--- src/hw/rtl/ed2c_pkg.sv ---
package ed2c_pkg;

    localparam int DAYS_W   = 15;
    localparam int MILLIS_W = 27;

    // reciprocal constants, m = ceil(2^k / d), exact over the operand range
    localparam logic [27:0] MUL_1000 = 28'd137438954;  // k = 37, 27-bit operand
    localparam logic [18:0] MUL_60   = 19'd279621;     // k = 24, 18-bit operand
    localparam logic [18:0] MUL_3600 = 19'd298262;     // k = 30, 18-bit operand
    localparam logic [15:0] MUL_1461 = 16'd45934;      // k = 26, 16-bit operand
    localparam logic [16:0] MUL_7    = 17'd74899;      // k = 19, 16-bit operand

    localparam logic [14:0] TABLE_END_DAY = 15'd27394;  // 1 january 2033
    localparam logic [9:0]  EPOCH_OFS     = 10'd731;    // days from 1956-01-01 to 1958-01-01
    localparam logic [1:0]  WDAY_OFS      = 2'd3;       // 1958-01-01 was a wednesday
    localparam logic [10:0] QUAD_DAYS     = 11'd1461;
    localparam logic [7:0]  YEAR_BASE     = 8'd56;
    localparam logic [5:0]  MAX_HOUR      = 6'd31;

    // first day of month idx, zero-based day of year
    function automatic logic [8:0] month_start(input logic leap, input logic [3:0] idx);
        logic [8:0] base;
        case (idx)
            4'd0:    base = 9'd0;
            4'd1:    base = 9'd31;
            4'd2:    base = 9'd59;
            4'd3:    base = 9'd90;
            4'd4:    base = 9'd120;
            4'd5:    base = 9'd151;
            4'd6:    base = 9'd181;
            4'd7:    base = 9'd212;
            4'd8:    base = 9'd243;
            4'd9:    base = 9'd273;
            4'd10:   base = 9'd304;
            4'd11:   base = 9'd334;
            4'd12:   base = 9'd365;
            default: base = 9'd0;
        endcase
        return base + 9'((leap && (idx >= 4'd2)) ? 1 : 0);
    endfunction

endpackage

--- src/hw/rtl/ed2c_time.sv ---
module ed2c_time (
    input  logic                           i_clk,
    input  logic [ed2c_pkg::MILLIS_W-1:0]  i_day_millis,
    output logic [5:0]                     o_second_of_minute,
    output logic [5:0]                     o_minute_of_hour,
    output logic [4:0]                     o_hour_of_day
);
    import ed2c_pkg::*;

    // stage 1: whole seconds
    logic [54:0] ms_prod;
    logic [17:0] r_secs;

    // stage 2: minutes and hours of the day
    logic [36:0] min_prod;
    logic [36:0] hour_prod;
    logic [17:0] r_secs_d;
    logic [11:0] r_mins;
    logic [5:0]  r_hours;

    // stage 3: remainders
    logic [17:0] sec_full;
    logic [11:0] min_full;

    assign ms_prod = 55'(i_day_millis) * 55'(MUL_1000);

    always_ff @(posedge i_clk) begin
        r_secs <= ms_prod[54:37];
    end

    assign min_prod  = 37'(r_secs) * 37'(MUL_60);
    assign hour_prod = 37'(r_secs) * 37'(MUL_3600);

    always_ff @(posedge i_clk) begin
        r_secs_d <= r_secs;
        r_mins   <= min_prod[35:24];
        r_hours  <= hour_prod[35:30];
    end

    assign sec_full = r_secs_d - 18'(r_mins) * 18'd60;
    assign min_full = r_mins - 12'(r_hours) * 12'd60;

    always_ff @(posedge i_clk) begin
        o_second_of_minute <= sec_full[5:0];
        o_minute_of_hour   <= min_full[5:0];
        o_hour_of_day      <= (r_hours > MAX_HOUR) ? MAX_HOUR[4:0] : r_hours[4:0];
    end

endmodule

--- src/hw/rtl/ed2c_date.sv ---
module ed2c_date (
    input  logic                         i_clk,
    input  logic [ed2c_pkg::DAYS_W-1:0]  i_epoch_days,
    input  logic                         i_one_based,
    output logic [2:0]                   o_weekday,
    output logic [7:0]                   o_years_since_1900,
    output logic [8:0]                   o_day_of_year,
    output logic [3:0]                   o_month_index,
    output logic [4:0]                   o_day_of_month,
    output logic                         o_out_of_range
);
    import ed2c_pkg::*;

    // stage 1: four-year cycle and week quotients
    logic [15:0] shifted;
    logic [31:0] quad_prod;
    logic [15:0] wk_sum;
    logic [31:0] wk_prod;
    logic [15:0] r_shifted;
    logic [4:0]  r_quad;
    logic [15:0] r_wk_sum;
    logic [12:0] r_wk_q;
    logic        r_oor1;

    // stage 2: year within the cycle
    logic [15:0] quad_rem;
    logic [10:0] cyc_day;
    logic [15:0] wk_rem;
    logic [1:0]  yq;
    logic [10:0] ystart;
    logic [10:0] yday_full;
    logic [7:0]  r_year;
    logic [8:0]  r_yday;
    logic        r_leap;
    logic [2:0]  r_wday;
    logic        r_oor2;

    // stage 3: month search
    logic [10:0] month_ge;
    logic [3:0]  mon;
    logic [8:0]  mday_full;

    assign shifted   = 16'(i_epoch_days) + 16'(EPOCH_OFS);
    assign quad_prod = 32'(shifted) * 32'(MUL_1461);
    assign wk_sum    = 16'(i_epoch_days) + 16'(WDAY_OFS);
    assign wk_prod   = 32'(wk_sum) * 32'(MUL_7);

    always_ff @(posedge i_clk) begin
        r_shifted <= shifted;
        r_quad    <= quad_prod[30:26];
        r_wk_sum  <= wk_sum;
        r_wk_q    <= wk_prod[31:19];
        r_oor1    <= (i_epoch_days >= TABLE_END_DAY);
    end

    assign quad_rem = r_shifted - 16'(r_quad) * 16'(QUAD_DAYS);
    assign cyc_day  = quad_rem[10:0];
    assign wk_rem   = r_wk_sum - 16'(r_wk_q) * 16'd7;

    // the first year of each cycle is the leap year
    always_comb begin
        if (cyc_day < 11'd366) begin
            yq     = 2'd0;
            ystart = 11'd0;
        end else if (cyc_day < 11'd731) begin
            yq     = 2'd1;
            ystart = 11'd366;
        end else if (cyc_day < 11'd1096) begin
            yq     = 2'd2;
            ystart = 11'd731;
        end else begin
            yq     = 2'd3;
            ystart = 11'd1096;
        end
    end

    assign yday_full = cyc_day - ystart;

    always_ff @(posedge i_clk) begin
        r_year <= YEAR_BASE + 8'({r_quad, 2'b00}) + 8'(yq);
        r_yday <= yday_full[8:0];
        r_leap <= (yq == 2'd0);
        r_wday <= wk_rem[2:0];
        r_oor2 <= r_oor1;
    end

    always_comb begin
        for (int m = 0; m < 11; m++) begin
            month_ge[m] = (r_yday >= month_start(r_leap, 4'(m + 1)));
        end
        mon = 4'd0;
        for (int m = 0; m < 11; m++) begin
            mon = mon + 4'(month_ge[m]);
        end
    end

    assign mday_full = r_yday - month_start(r_leap, mon) + 9'd1;

    always_ff @(posedge i_clk) begin
        o_weekday          <= r_wday + 3'(i_one_based);
        o_years_since_1900 <= r_oor2 ? 8'd0 : r_year;
        o_day_of_year      <= r_oor2 ? 9'd0 : r_yday + 9'(i_one_based);
        o_month_index      <= r_oor2 ? 4'd0 : mon;
        o_day_of_month     <= r_oor2 ? 5'd0 : mday_full[4:0];
        o_out_of_range     <= r_oor2;
    end

endmodule

--- src/hw/rtl/epoch_days_to_calendar_core.sv ---
// an accepted start beat reaches the o_valid result beat through the reciprocal, year split and month search stages
// throughput: one beat per cycle; busy is held low, the pipeline never stalls
// the result is on the ports for one cycle only, the receiver cannot stall
// reset (i_rst_n low, synchronous) clears the valid pipeline and r_one_based
module epoch_days_to_calendar_core (
    input  logic                         i_clk,
    input  logic                         i_rst_n,
    input  logic                         start,
    output logic                         busy,
    input  logic [ed2c_pkg::DAYS_W-1:0]  i_epoch_days,
    input  logic [ed2c_pkg::MILLIS_W-1:0] i_day_millis,
    input  logic                         i_cfg_we,
    input  logic                         i_cfg_wdata,
    output logic                         o_valid,
    output logic [5:0]                   o_second_of_minute,
    output logic [5:0]                   o_minute_of_hour,
    output logic [4:0]                   o_hour_of_day,
    output logic [2:0]                   o_weekday,
    output logic [7:0]                   o_years_since_1900,
    output logic [8:0]                   o_day_of_year,
    output logic [3:0]                   o_month_index,
    output logic [4:0]                   o_day_of_month,
    output logic                         o_out_of_range
);
    import ed2c_pkg::*;

    // valid bits, one per stage: reciprocal products, year split, month search
    logic [2:0] r_vld;
    logic [2:0] n_vld;
    logic       r_one_based;

    // every beat runs the same fixed path, so there is nothing to hold off
    assign busy  = 1'b0;
    assign n_vld = {r_vld[1:0], start};

    always_ff @(posedge i_clk) begin
        if (!i_rst_n) begin
            r_vld       <= 3'b000;
            r_one_based <= 1'b0;
        end else begin
            r_vld <= n_vld;
            // the user must change config only while idle (unchecked here); it is applied at the last stage
            if (i_cfg_we) begin
                r_one_based <= i_cfg_wdata;
            end
        end
    end

    assign o_valid = r_vld[2];

    // time of day: millis -> seconds -> minutes/hours -> remainders
    ed2c_time u_time (
        .i_clk              (i_clk),
        .i_day_millis       (i_day_millis),
        .o_second_of_minute (o_second_of_minute),
        .o_minute_of_hour   (o_minute_of_hour),
        .o_hour_of_day      (o_hour_of_day)
    );

    // calendar: four-year cycle split, year in cycle, month table search
    ed2c_date u_date (
        .i_clk              (i_clk),
        .i_epoch_days       (i_epoch_days),
        .i_one_based        (r_one_based),
        .o_weekday          (o_weekday),
        .o_years_since_1900 (o_years_since_1900),
        .o_day_of_year      (o_day_of_year),
        .o_month_index      (o_month_index),
        .o_day_of_month     (o_day_of_month),
        .o_out_of_range     (o_out_of_range)
    );

    // a start beat shows up as a result beat on o_valid
    a_latency: assert property (@(posedge i_clk) disable iff (!i_rst_n)
        start |-> ##3 o_valid)
        else $error("start beat did not produce a result beat");

    // out of table days clear year, day of year, month and day of month; the weekday is kept
    a_oor_zero: assert property (@(posedge i_clk) disable iff (!i_rst_n)
        (o_valid && o_out_of_range) |->
            (o_years_since_1900 == 8'd0 && o_month_index == 4'd0 &&
             o_day_of_month == 5'd0 && o_day_of_year == 9'd0))
        else $error("calendar fields not cleared when out of range");

    // in range dates are well formed
    a_date_ok: assert property (@(posedge i_clk) disable iff (!i_rst_n)
        (o_valid && !o_out_of_range) |->
            (o_month_index <= 4'd11 && o_day_of_month != 5'd0 &&
             o_years_since_1900 >= 8'd58))
        else $error("malformed calendar date");

    // time-of-day remainders stay in range
    a_time_ok: assert property (@(posedge i_clk) disable iff (!i_rst_n)
        o_valid |-> (o_second_of_minute <= 6'd59 && o_minute_of_hour <= 6'd59))
        else $error("second or minute out of range");

endmodule
--- config.mk ---
export PLATFORM = sky130hd
export DESIGN_NAME = epoch_days_to_calendar_core
export DESIGN_NICKNAME = d
export VERILOG_FILES = /design/src/hw/rtl/ed2c_pkg.sv /design/src/hw/rtl/ed2c_time.sv /design/src/hw/rtl/ed2c_date.sv /design/src/hw/rtl/epoch_days_to_calendar_core.sv
export SDC_FILE = /design/constraint.sdc
export NUM_CORES = 2
export LEC_CHECK = 0
export ABC_AREA = 1
export BUFFER_PORTS_ARGS = -buffer_cell sky130_fd_sc_hd__buf_2
export CELL_PAD_IN_SITES_DETAIL_PLACEMENT = 2
export CELL_PAD_IN_SITES_GLOBAL_PLACEMENT = 2
export CORE_ASPECT_RATIO = 1.2
export CORE_MARGIN = 8
export CORE_UTILIZATION = 44
export DETAILED_ROUTE_END_ITERATION = 8
export GPL_TIMING_DRIVEN = 0
export PLACE_DENSITY = 0.95
export SYNTH_ARGS = -nofsm -noshare
export SYNTH_HDL_FRONTEND = slang
export SYNTH_HIERARCHICAL = 1
export SYNTH_SLANG_ARGS = --single-unit
export TNS_END_PERCENT = 30
--- constraint.sdc ---
create_clock -name i_clk -period 10 [get_ports i_clk]
set_input_delay 0.5 -clock i_clk [delete_from_list [all_inputs] [get_ports i_clk]]
set_output_delay 0.5 -clock i_clk [all_outputs]
set_load 0.1 [all_outputs]
==> flow_metrics.py <==
metrics = {
    "floorplan": {
        "die_w_um": 271,
        "rows": 112,
        "dieArea_mm2": 0.0870,
        "start_util": 0.443,
        "die_height_um": 322,
        "core_mm2": 0.0774,
        "ios": 96,
    },
    "timing": {
        "slew_headroom": 0.235,
        "rsz0062_at_grt": "no",
        "setup_tns_ns": 0,
        "period_needed_ns": 8.69,
        "fin_skew_ns": 0.0184,
        "timing.final.crit_share": 0.869,
        "finalHoldViolations": 0,
        "setup_viol": 0,
        "drv_slew": 0,
        "max_freq_mhz": 115,
        "worst_pin_slew_ns": 1.14,
    },
    "clocking": {
        "clk_path_buf_depth": 2,
        "clk_pin_slew_ns": 0.07,
        "cts.sinks": 129,
        "post-cts-setup-buffers": 0,
        "htreeDepth": 4,
        "cts_buffers": 17,
        "cts_hold_buffers": 0,
        "insertion_delay_ns": 0.45,
        "cts-root-buf": "clkbuf_16",
        "cts_resized": 0,
        "cts_tree": "yes",
    },
    "critical_path": {
        "critPathLaunchType": "primary input",
        "critPathMostFrequentCell": "nand2_1",
        "path_max_fanout": 10,
        "path_class": "in2reg",
        "max_stage_delay_ns": 0.88,
        "crit_slowest_cell": "xor2_1",
        "cp.required_ns": 10.35,
        "critPathArrivalTime_ns": 9.04,
        "end_kind": "flop",
    },
    "cells_and_area": {
        "nets": 5510,
        "area_growth_pct": 6.72,
        "nFillCells": 8776,
        "finish.utilization": 0.472,
        "n_antenna_cell": 0,
        "seq_area_mm2": 0.00258,
        "multi_input_area_mm2": 0.0272,
        "drive_gt1_frac": 0.0537,
    },
    "global_route": {
        "antenna_found_initial": 3,
        "grt_overflow": 0,
        "grt_pass1_wl_um": 229000,
        "grt_pass1_vias": 37010,
        "grt_max_degree": 17,
        "grt_use_total": 0.350,
    },
    "synth": {
        "synth_cell_types": 54,
        "synth_cells": 4051,
        "synthTopCellsByArea": "fa_1, ha_1, inv_1, dfxtp_1, nand2_1",
        "ys_ff_latch": 129,
        "syn_nets": 5399,
        "synth_top_area_share": 0.296,
        "synth_top_area_cell": "fa_1",
        "seq_area_frac_synth": 0.0754,
        "ys_warn_count": 6,
        "netlist_area_mm2": 0.0342,
        "avgSynthCellArea_um2": 8.45,
    },
    "routing": {
        "wl_per_cell_um": 29.3,
        "viasPerCell": 5.76,
        "routed-via-count": 29953,
        "routed_wl_um": 152000,
        "drt_iter0_drc": 1274,
        "drc_errors": 0,
        "postRouteAntennaNets": 0,
        "drt-pass1-iter-count": 5,
    },
    "placement": {
        "gp_congestion": 0.925,
        "port-buffer-count": 92,
        "dp.final_hpwl_um": 133000,
    },
    "status": {
        "status": "complete, no violations",
    },
    "job": {
        "maxCapViolCount": 0,
    },
    "min_path": {
        "hold_class": "in2reg",
    },
}
[Yosys cell counts (all sizes together)]
master and number:
inv 1172, ha 795, nand2 547, fa 506, nor2 208, a21oi 181
dfxtp 129, nand3 119, o21ai 111, xor2 51, nand4 42, nor3 41
xnor2 25, o21bai 19, a21o 15, nor4 12, o21a 10, clkbuf 8
or2 8, a21boi 7, nand3b 7, o211ai 7, a31oi 6, o31ai 5
a311oi 3, and2 3, and3 3, nor3b 3, a211oi 2, a41oi 1
buf 1, clkinv 1, conb 1, o2111ai 1, o221ai 1
[logic make-up (layout without fill, tap and decap cells)]
group	Yosys count	in the layout	share of synthesized area
compound gates	369	369	0.0603
xor+xnor	76	76	0.0197
fa+ha+maj	1301	1301	0.586
buf+inv	1182	1306	0.130
flops	129	129	0.0754
other cells	1	1	0.000110
simple gates	993	993	0.128
[flip-flops by register name, indices dropped and copies added, names as in the netlist, 2 cells and up]
| signal | count |
|---|---|
| u_time/r_secs | 18 |
| u_time/o_second_of_minute | 6 |
| u_date/r_wday | 3 |
| u_date/o_weekday | 3 |
| u_date/r_yday | 9 |
| u_time/o_minute_of_hour | 6 |
| u_time/r_mins | 6 |
| u_date/r_shifted | 9 |
| u_date/o_years_since_1900 | 8 |
| u_date/r_year | 8 |
| u_date/r_wk_sum | 2 |
| u_date/r_quad | 5 |
| u_time/r_secs_d | 6 |
| u_date/o_month_index | 4 |
| u_date/r_wk_q | 3 |
| u_time/o_hour_of_day | 5 |
| u_time/r_hours | 6 |
| u_date/o_day_of_year | 9 |
| u_date/o_day_of_month | 5 |
| r_vld | 3 |
[critical path, delay by kind of cell]
kind                       cells  cell delay, ns
and+or+nand+nor               15            1.54
AOI/OAI and AO/OA              3            0.66
adders and majority gates      8            4.05
xor gates and xnor gates       1            0.88
buffers and inverters          8            1.41
[cell type report]
cell class / count / area share
inverter: 1173 / 0.121
clock inverter: 12 / 0.00274
tap: 1026 / 0.0351
buffer: 9 / 0.00103
clock buffer: 20 / 0.0125
multi-input combinational: 2740 / 0.745
timing repair buffer: 92 / 0.0126
sequential: 129 / 0.0707
[placed cells by master, fill, tap and decap left out, types with 15 or more instances in the layout]
cell type,synthesis,layout
a21oi_1,180,180
nand2_2,25,25
o21bai_1,19,19
clkbuf_16,0,17
xor2_1,50,50
nor3_1,29,29
ha_1,795,795
inv_1,1152,1152
nor2_2,16,16
nor2_1,186,186
o21ai_0,105,105
a21o_1,15,15
nand2_1,521,521
fa_1,506,506
inv_2,20,20
nand4_1,41,41
nand3_1,115,115
dfxtp_1,129,129
xnor2_1,25,25
buf_2,0,92
[routing by layer]
| metal | routed length (um) | GRT usage |
|---|---|---|
| met1 | 51900 | 0.337 |
| met3 | 7680 | 0.0703 |
| met4 | 14300 | 0.282 |
| met2 | 78400 | 0.644 |
| met5 | 13 | 0.000560 |
[stage by stage]
stage,cell area (um2),setup WS [ns],hold slack [ns],std cells
finish,36500,1.31,0.312,5201
detailed placement,36000,0.882,0.320,5169
CTS,36500,1.32,0.294,5201
global placement,36000,1.58,0.314,5169
floorplan,34200,3.26,0.310,4051
global route,36500,0.907,0.320,5201
[path summary, 6_finish.rpt]
check,cells past startpoint,to,start,slack [ns]
worst min-delay path,3,r_one_based,i_cfg_we,0.31
worst max-delay path,35,u_date/r_quad[3],i_epoch_days[0],1.31
worst min register to register,0,u_time/o_second_of_minute[1],u_time/r_secs_d[1],0.33
worst max register to register,29,u_date/o_day_of_month[4],u_date/r_leap,3.03
Power is not shown: default switching activity piles up to over one toggle a cycle in this logic, so the estimate is an artifact.
